## src/rtl/swipe_gesture_mode_selector_core_assert.svh

```systemverilog
// assertion macros shared by sgms_queue and sgms_back
`ifndef SWIPE_GESTURE_MODE_SELECTOR_CORE_ASSERT_SVH
`define SWIPE_GESTURE_MODE_SELECTOR_CORE_ASSERT_SVH

// same-cycle implication, checked outside reset
`define SGMS_ASSERT_IMPL(label, clk, rstn, ante, cons, msg) \
    label: assert property (@(posedge clk) disable iff (!(rstn)) (ante) |-> (cons)) \
        else $error(msg);

// next-cycle implication, checked outside reset
`define SGMS_ASSERT_NEXT(label, clk, rstn, ante, cons, msg) \
    label: assert property (@(posedge clk) disable iff (!(rstn)) (ante) |=> (cons)) \
        else $error(msg);

`endif

```

## src/rtl/sgms_pkg.sv

```systemverilog
package sgms_pkg;

    localparam int PAD_W      = 4;
    localparam int LIGHT_W    = 3;
    localparam int CLASS_W    = 2;
    localparam int EFFECT_W   = 2;
    localparam int TIMEOUT_W  = 8;
    localparam int THRESH_W   = 3;
    localparam int TICKS_W    = 9;
    localparam int CFG_IDX_W  = 1;
    localparam int CFG_DATA_W = 8;

    localparam int QUEUE_DEPTH = 2;
    localparam int QUEUE_AW    = $clog2(QUEUE_DEPTH);
    localparam int QUEUE_CW    = $clog2(QUEUE_DEPTH + 1);

    // pad classes
    localparam logic [CLASS_W-1:0] CLASS_OTHER = 2'd0;
    localparam logic [CLASS_W-1:0] CLASS_RIGHT = 2'd1;
    localparam logic [CLASS_W-1:0] CLASS_LEFT  = 2'd2;

    // configuration register indexes
    localparam logic [CFG_IDX_W-1:0] CFG_SWIPE_TIMEOUT  = 1'd0;
    localparam logic [CFG_IDX_W-1:0] CFG_DARK_THRESHOLD = 1'd1;

    localparam logic [TIMEOUT_W-1:0] SWIPE_TIMEOUT_RST  = 8'd100;
    localparam logic [THRESH_W-1:0]  DARK_THRESHOLD_RST = 3'd2;
    localparam logic [EFFECT_W-1:0]  EFFECT_RST         = 2'd1;

    typedef struct packed {
        logic [CLASS_W-1:0] pad_class;
        logic               sleep_request;
    } sgms_item_t;

    typedef struct packed {
        logic       not_empty;
        sgms_item_t item;
    } sgms_q_out_t;

endpackage

```

## src/rtl/sgms_front.sv

```systemverilog
module sgms_front (
    input  logic [sgms_pkg::PAD_W-1:0]    pad_bits,
    input  logic [sgms_pkg::LIGHT_W-1:0]  light_level,
    input  logic [sgms_pkg::THRESH_W-1:0] dark_threshold,
    output sgms_pkg::sgms_item_t          item
);
    import sgms_pkg::*;

    logic even_pads;
    logic odd_pads;

    assign even_pads = pad_bits[0] | pad_bits[2];
    assign odd_pads  = pad_bits[1] | pad_bits[3];

    always_comb begin
        if (odd_pads && !even_pads) begin
            item.pad_class = CLASS_LEFT;
        end else if (even_pads && !odd_pads) begin
            item.pad_class = CLASS_RIGHT;
        end else begin
            item.pad_class = CLASS_OTHER;
        end
        item.sleep_request = (light_level < dark_threshold);
    end

endmodule

```

## src/rtl/sgms_queue.sv

```systemverilog
module sgms_queue (
    input  logic                 aclk,
    input  logic                 aresetn,
    input  logic                 push,
    input  sgms_pkg::sgms_item_t push_item,
    output logic                 full,
    input  logic                 pop,
    output sgms_pkg::sgms_q_out_t q_out
);
    import sgms_pkg::*;

    `include "swipe_gesture_mode_selector_core_assert.svh"

    sgms_item_t          mem [QUEUE_DEPTH];
    logic [QUEUE_AW-1:0] wr_ptr_reg, wr_ptr_next;
    logic [QUEUE_AW-1:0] rd_ptr_reg, rd_ptr_next;
    logic [QUEUE_CW-1:0] count_reg, count_next;

    function automatic logic [QUEUE_AW-1:0] ptr_inc(input logic [QUEUE_AW-1:0] p);
        logic [QUEUE_AW-1:0] r;
        if (p == QUEUE_AW'(QUEUE_DEPTH - 1)) begin
            r = '0;
        end else begin
            r = p + 1'b1;
        end
        return r;
    endfunction

    assign full            = (count_reg == QUEUE_CW'(QUEUE_DEPTH));
    assign q_out.not_empty = (count_reg != '0);
    assign q_out.item      = mem[rd_ptr_reg];

    always_comb begin
        wr_ptr_next = push ? ptr_inc(wr_ptr_reg) : wr_ptr_reg;
        rd_ptr_next = pop ? ptr_inc(rd_ptr_reg) : rd_ptr_reg;
        count_next  = count_reg;
        if (push && !pop) begin
            count_next = count_reg + 1'b1;
        end else if (pop && !push) begin
            count_next = count_reg - 1'b1;
        end
    end

    always_ff @(posedge aclk) begin
        if (!aresetn) begin
            wr_ptr_reg <= '0;
            rd_ptr_reg <= '0;
            count_reg  <= '0;
        end else begin
            wr_ptr_reg <= wr_ptr_next;
            rd_ptr_reg <= rd_ptr_next;
            count_reg  <= count_next;
        end
    end

    always_ff @(posedge aclk) begin
        if (push) begin
            mem[wr_ptr_reg] <= push_item;
        end
    end

    `SGMS_ASSERT_IMPL(a_count_bound, aclk, aresetn, 1'b1,
        count_reg <= QUEUE_CW'(QUEUE_DEPTH), "queue count beyond depth")
    `SGMS_ASSERT_IMPL(a_no_overflow_underflow, aclk, aresetn, push || pop,
        !(push && full) && !(pop && !q_out.not_empty), "queue overflow or underflow")

endmodule

```

## src/rtl/sgms_back.sv

```systemverilog
module sgms_back (
    input  logic                               aclk,
    input  logic                               aresetn,
    input  logic [sgms_pkg::TIMEOUT_W-1:0]     swipe_timeout,
    input  sgms_pkg::sgms_q_out_t              q_out,
    output logic                               pop,
    output logic                               m_valid,
    input  logic                               m_ready,
    output logic [sgms_pkg::CLASS_W-1:0]       m_pad_class,
    output logic [sgms_pkg::EFFECT_W-1:0]      m_effect_select,
    output logic                               m_effect_changed,
    output logic                               m_sleep_request
);
    import sgms_pkg::*;

    `include "swipe_gesture_mode_selector_core_assert.svh"

    localparam logic [2:0] PH_IDLE      = 3'd0;
    localparam logic [2:0] PH_SAW_RIGHT = 3'd1;
    localparam logic [2:0] PH_SAW_LEFT  = 3'd2;
    localparam logic [2:0] PH_DOWN      = 3'd3;
    localparam logic [2:0] PH_UP        = 3'd4;

    logic [2:0]          phase_reg, phase_next;
    logic [TICKS_W-1:0]  ticks_reg, ticks_next;
    logic [EFFECT_W-1:0] effect_reg, effect_next;
    logic                changed_next;
    logic                timed_out;
    logic                m_valid_reg;
    logic [CLASS_W-1:0]  m_pad_class_reg;
    logic [EFFECT_W-1:0] m_effect_select_reg;
    logic                m_effect_changed_reg;
    logic                m_sleep_request_reg;

    // output register empty or draining this cycle
    assign pop       = q_out.not_empty && (!m_valid_reg || m_ready);
    assign timed_out = (ticks_reg >= {1'b0, swipe_timeout});

    always_comb begin
        phase_next   = phase_reg;
        ticks_next   = ticks_reg;
        effect_next  = effect_reg;
        changed_next = 1'b0;
        case (phase_reg)
            PH_SAW_RIGHT: begin
                if (timed_out) begin
                    phase_next = PH_IDLE;
                end else if (q_out.item.pad_class == CLASS_LEFT) begin
                    phase_next = PH_DOWN;
                end
                ticks_next = ticks_reg + 1'b1;
            end
            PH_SAW_LEFT: begin
                if (timed_out) begin
                    phase_next = PH_IDLE;
                end else if (q_out.item.pad_class == CLASS_RIGHT) begin
                    phase_next = PH_UP;
                end
                ticks_next = ticks_reg + 1'b1;
            end
            PH_DOWN: begin
                effect_next  = (effect_reg < 2'd2) ? 2'd3 : effect_reg - 1'b1;
                phase_next   = PH_IDLE;
                changed_next = 1'b1;
            end
            PH_UP: begin
                effect_next  = (effect_reg > 2'd2) ? 2'd1 : effect_reg + 1'b1;
                phase_next   = PH_IDLE;
                changed_next = 1'b1;
            end
            default: begin
                if (q_out.item.pad_class == CLASS_RIGHT) begin
                    phase_next = PH_SAW_RIGHT;
                end else if (q_out.item.pad_class == CLASS_LEFT) begin
                    phase_next = PH_SAW_LEFT;
                end else begin
                    phase_next = PH_IDLE;
                end
                ticks_next = '0;
            end
        endcase
    end

    always_ff @(posedge aclk) begin
        if (!aresetn) begin
            phase_reg   <= PH_IDLE;
            ticks_reg   <= '0;
            effect_reg  <= EFFECT_RST;
            m_valid_reg <= 1'b0;
        end else begin
            if (pop) begin
                phase_reg  <= phase_next;
                ticks_reg  <= ticks_next;
                effect_reg <= effect_next;
            end
            if (pop) begin
                m_valid_reg <= 1'b1;
            end else if (m_ready) begin
                m_valid_reg <= 1'b0;
            end
        end
    end

    always_ff @(posedge aclk) begin
        if (pop) begin
            m_pad_class_reg      <= q_out.item.pad_class;
            m_effect_select_reg  <= effect_next;
            m_effect_changed_reg <= changed_next;
            m_sleep_request_reg  <= q_out.item.sleep_request;
        end
    end

    assign m_valid          = m_valid_reg;
    assign m_pad_class      = m_pad_class_reg;
    assign m_effect_select  = m_effect_select_reg;
    assign m_effect_changed = m_effect_changed_reg;
    assign m_sleep_request  = m_sleep_request_reg;

    `SGMS_ASSERT_NEXT(a_pending_swipe_steps, aclk, aresetn,
        pop && (phase_reg == PH_DOWN || phase_reg == PH_UP),
        m_valid && m_effect_changed && phase_reg == PH_IDLE,
        "pending swipe did not step the effect")
    `SGMS_ASSERT_IMPL(a_state_range, aclk, aresetn, 1'b1,
        phase_reg <= PH_UP && ticks_reg <= 9'd256 && effect_reg != 2'd0,
        "swipe state out of range")
    `SGMS_ASSERT_NEXT(a_held_while_stalled, aclk, aresetn, m_valid && !m_ready,
        m_valid && $stable(m_effect_select) && $stable(effect_reg),
        "result or effect moved while stalled")

endmodule

```

## src/rtl/swipe_gesture_mode_selector_core.sv

```systemverilog
// channel  | beat contents                                        | handshake
// s_       | s_pad_bits, s_light_level                            | s_valid / s_ready
// m_       | m_pad_class, m_effect_select, m_effect_changed,      | m_valid / m_ready
//          | m_sleep_request                                      |
// cfg_     | cfg_index, cfg_wdata                                 | cfg_wr_en
//
// one beat per cycle unless m_ready stalls; beats pass the queue, then the output register
// front classifies pads and light level, a two-entry queue feeds the gesture machine
// the gesture machine updates once per beat, so it sets the one-cycle rate
// s_ready drops only when the queue is full because m_ready has stalled
// synchronous reset: effect 1, idle gesture, timeout 100, dark threshold 2
module swipe_gesture_mode_selector_core (
    input  logic                               aclk,
    input  logic                               aresetn,
    input  logic                               s_valid,
    output logic                               s_ready,
    input  logic [sgms_pkg::PAD_W-1:0]         s_pad_bits,
    input  logic [sgms_pkg::LIGHT_W-1:0]       s_light_level,
    output logic                               m_valid,
    input  logic                               m_ready,
    output logic [sgms_pkg::CLASS_W-1:0]       m_pad_class,
    output logic [sgms_pkg::EFFECT_W-1:0]      m_effect_select,
    output logic                               m_effect_changed,
    output logic                               m_sleep_request,
    input  logic                               cfg_wr_en,
    input  logic [sgms_pkg::CFG_IDX_W-1:0]     cfg_index,
    input  logic [sgms_pkg::CFG_DATA_W-1:0]    cfg_wdata
);
    import sgms_pkg::*;

    logic [TIMEOUT_W-1:0] swipe_timeout_reg;
    logic [THRESH_W-1:0]  dark_threshold_reg;
    sgms_item_t           front_item;
    sgms_q_out_t          q_out;
    logic                 q_full;
    logic                 q_push;
    logic                 q_pop;

    always_ff @(posedge aclk) begin
        if (!aresetn) begin
            swipe_timeout_reg  <= SWIPE_TIMEOUT_RST;
            dark_threshold_reg <= DARK_THRESHOLD_RST;
        end else if (cfg_wr_en) begin
            case (cfg_index)
                CFG_SWIPE_TIMEOUT:  swipe_timeout_reg  <= cfg_wdata[TIMEOUT_W-1:0];
                CFG_DARK_THRESHOLD: dark_threshold_reg <= cfg_wdata[THRESH_W-1:0];
                default: ;
            endcase
        end
    end

    assign s_ready = !q_full;
    assign q_push  = s_valid && s_ready;

    sgms_front u_front (
        .pad_bits       (s_pad_bits),
        .light_level    (s_light_level),
        .dark_threshold (dark_threshold_reg),
        .item           (front_item)
    );

    sgms_queue u_queue (
        .aclk      (aclk),
        .aresetn   (aresetn),
        .push      (q_push),
        .push_item (front_item),
        .full      (q_full),
        .pop       (q_pop),
        .q_out     (q_out)
    );

    sgms_back u_back (
        .aclk             (aclk),
        .aresetn          (aresetn),
        .swipe_timeout    (swipe_timeout_reg),
        .q_out            (q_out),
        .pop              (q_pop),
        .m_valid          (m_valid),
        .m_ready          (m_ready),
        .m_pad_class      (m_pad_class),
        .m_effect_select  (m_effect_select),
        .m_effect_changed (m_effect_changed),
        .m_sleep_request  (m_sleep_request)
    );

endmodule

```

## config.mk

```make
export PLATFORM = sky130hd
export DESIGN_NAME = swipe_gesture_mode_selector_core
export DESIGN_NICKNAME = d
export VERILOG_FILES = /design/src/rtl/sgms_pkg.sv /design/src/rtl/sgms_front.sv /design/src/rtl/sgms_queue.sv /design/src/rtl/sgms_back.sv /design/src/rtl/swipe_gesture_mode_selector_core.sv
export VERILOG_INCLUDE_DIRS = /design/src /design/src/rtl
export SDC_FILE = /design/constraint.sdc
export NUM_CORES = 1
export LEC_CHECK = 0
export ABC_AREA = 1
export BUFFER_PORTS_ARGS = -buffer_cell sky130_fd_sc_hd__buf_4
export CAP_MARGIN = 20
export CORE_ASPECT_RATIO = 0.7
export CORE_MARGIN = 2
export CORE_UTILIZATION = 30
export DETAILED_ROUTE_END_ITERATION = 10
export GPL_TIMING_DRIVEN = 1
export PLACE_DENSITY = 0.55
export SYNTH_ARGS = -nofsm -noshare
export SYNTH_HDL_FRONTEND = slang
export SYNTH_SLANG_ARGS = --single-unit
export TNS_END_PERCENT = 20
```

## constraint.sdc

```tcl
create_clock -name aclk -period 3.85 [get_ports aclk]
set_input_delay 0.5775 -clock aclk [delete_from_list [all_inputs] [get_ports aclk]]
set_output_delay 0.5775 -clock aclk [all_outputs]
set_load 0.1 [all_outputs]
```

==> results of run 1 <==
metal layers:
layer,up-vias,wire [µm]
li1,948,-
met1,730,2220
met2,20,1690
met3,6,157
met4,0,48
met5,-,0
kinds of logic (layout without fill, tap and decap cells):
| family | Yosys count | after routing | synth area share, % |
|---|---|---|---|
| adders and majority gates | 15 | 15 | 8.53 |
| xor gates and xnor gates | 1 | 1 | 0.398 |
| and+or+nand+nor | 123 | 123 | 26.1 |
| DFF | 43 | 43 | 44.6 |
| buffers and inverters | 48 | 82 | 8.19 |
| AOI/OAI and AO/OA | 44 | 44 | 12.2 |
how the worst max path moves through the flow:
stage               depth (start not counted)              endpoint            startpoint
finish                                      3               s_ready  u_queue.count_reg[0]
global route                                3               s_ready  u_queue.count_reg[0]
CTS                                         3               s_ready  u_queue.count_reg[0]
detailed placement                          9  u_queue.count_reg[1]               m_ready
global placement                            9  u_queue.count_reg[1]               m_ready
floorplan                                   9  u_queue.count_reg[1]  u_queue.count_reg[0]
cell type report:
cell class	instances	area, µm²
clock buffers	7	86.3
clock inverters	1	8.76
fillers	772	4570
inverters	46	173
multi-input cells	183	1040
flip-flops and latches	43	981
well taps	98	123
repair buffers	28	210
stage by stage:
step / instance area [µm²] / hold slack [ns]
after global routing: 2620 / 0.482
final: 2620 / 0.449
after floorplan: 2200 / 0.426
after detailed placement: 2520 / 0.438
after CTS: 2620 / 0.450
after global placement: 2520 / 0.433
worst max-delay path, stage by stage (launching register included):
cell,delay (ns)
dfxtp_1,0.38
inv_1,0.10
nand2_1,0.12
buf_4,0.31
placed cells by master, fill, tap and decap left out:
cell / synthesis / routed
edfxtp_1: 12 / 12
nand2_4: 1 / 1
inv_2: 3 / 3
clkbuf_8: 0 / 6
nand2_1: 63 / 63
nand4_1: 1 / 1
nor3_2: 4 / 4
o221ai_1: 2 / 2
inv_1: 43 / 43
nor3_1: 6 / 6
dfxtp_1: 31 / 31
clkinv_4: 0 / 1
o21ai_1: 1 / 1
nand3_4: 1 / 1
xor2_1: 1 / 1
nand3_1: 10 / 10
clkbuf_1: 2 / 1
ha_1: 15 / 15
o21a_1: 1 / 1
o21ai_4: 2 / 2
nor2_1: 31 / 31
nand3_2: 2 / 2
nor2_4: 1 / 1
nand3b_1: 1 / 1
buf_4: 0 / 28
or2_2: 1 / 1
nor2_8: 1 / 1
o211ai_1: 4 / 4
o21ai_0: 14 / 14
a21oi_2: 1 / 1
a21o_1: 1 / 1
a21oi_1: 18 / 18
where the power goes:
| group | switching [mW] | total, mW | internal [mW] |
|---|---|---|---|
| Clock | 0.156 | 0.304 | 0.147 |
| Sequential | 0.0558 | 0.636 | 0.580 |
| Combinational | 0.600 | 0.810 | 0.210 |
==> summary.md, run 1 <==
| Metric | Value |
|---|---|
| Critical path class | `flip-flop to output pin` |
| Global-route wire length before repair | `7180 µm` |
| Setup crit end kind | `output pin` |
| Fmax | `561 MHz` |
| Count of input and output buffers | `28` |
| Register area share after synthesis | `44.6%` |
| # IOs | `29` |
| Synthesized Nets | `310` |
| RSZ-0062 raised after global routing | `no` |
| Vias in the first global route | `1558` |
| Startpoint Class | `flip-flop` |
| Global route overflow | `0` |
| Clock transition at path regs | `0.09 ns` |
| Final GP Congestion | `0.689` |
| Worst setup margin | `2.07 ns` |
| Yosys reg bits | `43` |
| Max transition margin | `65.7%` |
| Detailed Route WL | `4110 µm` |
| Min-Delay Startpoint | `u_queue.rd_ptr_reg` |
| Worst-skew pair later-pin latency | `0.29 ns` |
| Share of layout cells above drive strength 1 | `16.9%` |
| Synthesis warning total | `0` |
| DR vias | `1704` |
| Clock H-tree levels | `2` |
| GRT Max-Usage Layer | `met2` |
| Crit Reg-Reg Startpoint | `u_queue.count_reg[0]` |
| DRC errors left | `0` |
| Syn avg cell area | `8.03 µm²` |
| Critical Path RT | `3.27 ns` |
| Tmin final | `1.78 ns` |
| Status | `complete, no violations` |
| Final Setup Violations | `0` |
| Met3 usage in global routing | `3.51%` |
| Via density | `4.20` |
| Overall Global Routing Usage | `11.6%` |
| Fin nets | `343` |
| Pwr dens | `668 mW/mm²` |
| Die area | `0.00804 mm²` |
| DIE HEIGHT | `75.6 µm` |
| Largest net degree at the start of global routing | `21` |
| Slew of the pin with the lowest slew margin | `0.513 ns` |
| Root buf cell | `clkbuf_8` |
| M1 GR Usage | `15.3%` |
| TritonCTS clock tree | `built` |
| Async set-reset flop share out of synthesis | `0%` |
| Initial Util | `30.6%` |
| Count leader, synth | `nand2_1` |
| Max FFs per register | `9` |
| Yosys top cell by area | `dfxtp_1` |
| Cell Count, Final, Fillers Out | `406` |
| Drt first-iter violations | `47` |
| CTS resizes | `0` |
| Setup bufs post-CTS | `0` |
| Top-area cell type share of the netlist area | `28.2%` |
| CTS max path bufs | `2` |
| Final Cycle Share | `46.3%` |
| Core area | `0.00719 mm²` |
| R2R depth | `9` |
| EDFF count, synth | `12` |
| MaxCap Viol Count | `0` |
| Hold Path Cell Cnt | `1` |
| HPWL after DPL | `3180 µm` |
| Reg2Reg Setup Slack | `2.21 ns` |
| Clock buffer count from CTS | `5` |
| Hold buffers post-CTS | `0` |
| CP max FO | `5` |
| Peak VDD IR | `0.294 mV` |
| Critical Path AT | `1.21 ns` |
| Post-synthesis instance total | `274` |
| Clk sink count | `43` |
| Clk_skew | `0.0114 ns` |
| Detail Route Antenna Nets | `0` |
| Area growth syn-to-layout | `19.1%` |
| Die X | `106 µm` |
| Dominant cells by area after synthesis | `dfxtp_1 28%, edfxtp_1 16%, nand2_1 11%` |
| Final slew viol count | `0` |
| Worst min path class | `flip-flop to flip-flop` |
| Total power | `1.75 mW` |
| # rows | `26` |
| Ys flop type | `dfxtp_1` |
| Cell Area, Synth | `0.00220 mm²` |
| Antenna diodes | `0` |
| Global Route met2 Usage | `18.6%` |
| Average wire per standard cell | `10.1 µm` |
| Final Hold Fails | `0` |
| DR pass1 iterations | `4` |
| Lkg Pwr | `1.17 nW` |
| Placed Cells | `398` |
| Netlist cell types | `29` |
| Initial antenna violation count | `0` |
| Setup Total Neg Slack | `0 ns` |
| Worst reg2reg path endpoint | `u_queue.count_reg[1]` |
| Final core utilization | `36.4%` |
| Most instantiated cells after synthesis | `63 x nand2_1, 43 x inv_1, 31 x dfxtp_1, 31 x nor2_1, 18 x a21oi_1` |
| Pre-CTS setup slack | `2.02 ns` |
(Power assumes the default switching activity.)
==> run 2, diff against run 1 <==
--- a/config.mk
+++ b/config.mk
@@ -14,7 +14,7 @@
 export CORE_UTILIZATION = 30
 export DETAILED_ROUTE_END_ITERATION = 10
 export GPL_TIMING_DRIVEN = 1
-export PLACE_DENSITY = 0.55
+export PLACE_DENSITY = 0.57
 export SYNTH_ARGS = -nofsm -noshare
 export SYNTH_HDL_FRONTEND = slang
 export SYNTH_SLANG_ARGS = --single-unit
==> constraint.sdc (replaced) <==
create_clock -name aclk -period 1.4 [get_ports aclk]
set_input_delay 0.21 -clock aclk [delete_from_list [all_inputs] [get_ports aclk]]
set_output_delay 0.21 -clock aclk [all_outputs]
set_load 0.1 [all_outputs]
==> summary.md, run 2 (synthesized netlist as in run 1, its figures left out) <==
| Metric | Value |
|---|---|
| DR vias | `1854 (was 1704)` |
| Seq pwr share | `33.7% (was 36.4%)` |
| Count of input and output buffers | `28 (unchanged)` |
| Peak VDD IR | `1.12 mV (was 0.294 mV)` |
| TritonCTS clock tree | `built (unchanged)` |
| Clk network pwr share | `14.4% (was 17.3%)` |
| Fill cells | `692 (was 772)` |
| RSZ-0062 raised after global routing | `yes (was no)` |
| Switching share of total power | `45.7% (was 46.4%)` |
| Most common cell after layout, fill and taps aside | `buf_4 (was nand2_1)` |
| Clock buffer count from CTS | `5 (unchanged)` |
| Logic pwr share | `51.9% (was 46.3%)` |
| Detail Route Antenna Nets | `0 (unchanged)` |
| Worst-skew pair later-pin latency | `0.30 ns (was 0.29 ns)` |
| Die area | `0.00804 mm² (unchanged)` |
| Cell Int Power | `2.90 mW (was 938 µW)` |
| MaxCap Viol Count | `0 (unchanged)` |
| Top delay family on crit path | `simple AND/OR/NAND/NOR gates (was buffers and inverters)` |
| Global Route met2 Usage | `21.5% (was 18.6%)` |
| Drt first-iter violations | `52 (was 47)` |
| CP startpoint | `swipe_timeout_reg[7] (was u_queue.count_reg[0])` |
| Setup crit end kind | `flip-flop (was output pin)` |
| Slowest stage delay, CP | `0.33 ns (was 0.38 ns)` |
| # IOs | `29 (unchanged)` |
| Failing checks | `negative setup slack` |
| Area growth syn-to-layout | `41.1% (was 19.1%)` |
| Critical Path AT | `1.70 ns (was 1.21 ns)` |
| Status | `complete, but fails checks (was complete, no violations)` |
| Critical Path RT | `1.64 ns (was 3.27 ns)` |
| Largest net degree at the start of global routing | `21 (unchanged)` |
| Worst min path class | `input port to flip-flop (was flip-flop to flip-flop)` |
| Final GP Congestion | `0.768 (was 0.689)` |
| CTS max path bufs | `2 (unchanged)` |
| Die X | `106 µm (unchanged)` |
| Instance count on the critical path | `12 (was 3)` |
| Clk_skew | `0.00786 ns (was 0.0114 ns)` |
| Overall Global Routing Usage | `12.9% (was 11.6%)` |
| Slew of the pin with the lowest slew margin | `0.325 ns (was 0.513 ns)` |
| GRT Max-Usage Layer | `met2 (unchanged)` |
| Max FFs per register | `9 (unchanged)` |
| P_sw | `2.45 mW (was 812 µW)` |
| Crit Reg-Reg Startpoint | `swipe_timeout_reg[7] (was u_queue.count_reg[0])` |
| Average wire per standard cell | `11.0 µm (was 10.1 µm)` |
| Final Cycle Share | `104%` |
| Multi-input gate area | `0.00128 mm² (was 0.00104 mm²)` |
| Fin nets | `371 (was 343)` |
| # rows | `26 (unchanged)` |
| CP max stage cell | `dfxtp_2 (was dfxtp_1)` |
| R2R depth | `12 (was 9)` |
| Global-route wire length before repair | `7980 µm (was 7180 µm)` |
| Met3 usage in global routing | `3.08% (was 3.51%)` |
| CP Cell Sequence | `inv_2 > ha_4 > nand2_4 > nor2_4 > nand3_2 > nand2_2 > inv_2 > nand3_2 > nand2_2 > nand2_1 > nand2_1 > nor2_1 (was inv_1 > nand2_1 > buf_4)` |
| M1 GR Usage | `16.4% (was 15.3%)` |
| Pwr dens | `1720 mW/mm² (was 668 mW/mm²)` |
| Share of layout cells above drive strength 1 | `41.7% (was 16.9%)` |
| Antenna diodes | `0 (unchanged)` |
| Fmax | `687 MHz` |
| DIE HEIGHT | `75.6 µm (unchanged)` |
| Final Setup Violations | `2 (was 0)` |
| Detailed Route WL | `4760 µm (was 4110 µm)` |
| Initial antenna violation count | `0 (unchanged)` |
| Worst reg2reg path endpoint | `u_back.phase_reg[0] (was u_queue.count_reg[1])` |
| CP max FO | `4 (was 5)` |
| DRC errors left | `0 (unchanged)` |
| Design Area, Final | `0.00310 mm² (was 0.00262 mm²)` |
| Global route overflow | `0 (unchanged)` |
| Startpoint Class | `flip-flop (unchanged)` |
| Placed inst area | `0.00279 mm² (was 0.00252 mm²)` |
| Final slew viol count | `0 (unchanged)` |
| Most frequent cells in the layout | `54 x buf_4, 52 x nand2_1, 32 x inv_1 (was 63 x nand2_1, 43 x inv_1, 31 x nor2_1, 31 x dfxtp_1, 28 x buf_4)` |
| Core area | `0.00719 mm² (unchanged)` |
| Tmin final | `1.46 ns` |
| Max transition margin | `78.3% (was 65.7%)` |
| Final Hold Fails | `0 (unchanged)` |
| CP endpoint | `u_back.phase_reg[0] (was s_ready)` |
| FF+latch area | `0.00100 mm² (was 981 µm²)` |
| Worst hold margin | `0.124 ns (was 0.449 ns)` |
| Clock H-tree levels | `2 (unchanged)` |
| Initial Util | `30.6% (unchanged)` |
| HPWL after DPL | `3570 µm (was 3180 µm)` |
| Reg2Reg Setup Slack | `-0.06 ns (was 2.21 ns)` |
| Worst setup margin | `-0.0560 ns (was 2.07 ns)` |
| Bufs and invs on worst path | `2 (unchanged)` |
| Via density | `4.27 (was 4.20)` |
| Clock transition at path regs | `0.08 ns (was 0.09 ns)` |
| Lkg Pwr | `1.34 nW (was 1.17 nW)` |
| Root buf cell | `clkbuf_8 (unchanged)` |
| Clk sink count | `43 (unchanged)` |
| DR pass1 iterations | `4 (unchanged)` |
| Critical path class | `flip-flop to flip-flop (was flip-flop to output pin)` |
| Hold buffers post-CTS | `0 (unchanged)` |
| Vias in the first global route | `1786 (was 1558)` |
-- run 2: cell count changes in the layout (fill, tap and decap cells not counted), moves of 6 or more --
cell and delta:
inv_1 -11, nand2_1 -11, buf_4 +26, nand2_2 +6, dfxtp_2 +16, ha_4 +9
inv_2 +11, ha_1 -9, dfxtp_1 -17
-- run 2: how the worst min path moves through the flow --
stage                  from               endpoint  slack [ns]  depth (start not counted)
2_1_floorplan  cfg_wdata[1]  dark_threshold_reg[1]        0.34                          2
3_3_place_gp   cfg_wdata[5]   swipe_timeout_reg[5]        0.43                          3
3_5_place_dp   cfg_wdata[5]   swipe_timeout_reg[5]        0.43                          3
4_1_cts        cfg_wdata[5]   swipe_timeout_reg[5]        0.11                          3
5_1_grt        cfg_wdata[5]   swipe_timeout_reg[5]        0.12                          3
6_report       cfg_wdata[5]   swipe_timeout_reg[5]        0.12                          3
-- run 2: per-stage QoR --
step | std cells | util, % | setup WS, ns | power (mW) | TNS [ns]
6_report | 434 | 43.2 | -0.0560 | 5.35 | -0.0908
4_1_cts | 433 | 41.1 | -0.0442 | 5.28 | -0.171
3_3_place_gp | 424 | 38.9 | -0.106 | 4.43 | -0.321
5_1_grt | 434 | 43.2 | -0.179 | 5.69 | -0.785
2_1_floorplan | 274 | - | -0.0556 | 3.70 | -0.0556
3_5_place_dp | 424 | 38.9 | -0.151 | 4.47 | -0.348
-- run 2: what timing repair did --
item	4_1_cts	5_1_grt
pin swaps	9	18
resized for setup	20	38
buffers inserted	1	1
endpoints found under the setup margin	8	19
-- run 2: power groups by stage --
stage	clock [mW]	combinational [mW]	sequential, mW
2_1_floorplan	0	1.16	2.54
3_3_place_gp	0	2.63	1.80
3_5_place_dp	0	2.67	1.81
4_1_cts	0.803	2.70	1.78
5_1_grt	0.843	3.02	1.83
6_report	0.770	2.78	1.80
-- run 2: worst register-to-register path, delay by kind of cell (launching register included) --
| kind | cells | cell delay (ns) |
|---|---|---|
| adders and majority gates | 1 | 0.28 |
| and+or+nand+nor | 9 | 0.70 |
| DFF | 1 | 0.33 |
| buffers and inverters | 2 | 0.09 |
-- run 2: final cells by class --
cell class | count | share of cell area, %
clock inverter | 1 | 0.161
inverter | 46 | 5.56
timing repair buffer | 56 | 14.3
clock buffer | 7 | 2.46
tap | 98 | 3.95
multi-input combinational | 183 | 41.2
sequential | 43 | 32.4
-- run 2: layer usage --
layer | share of wire [%] | wire [µm] | vias to the layer above
li1 | - | - | 1009
met1 | 50 | 2360 | 815
met2 | 45 | 2160 | 20
met3 | 3.4 | 160 | 10
met4 | 1.7 | 81 | 0
met5 | 0 | 0 | -
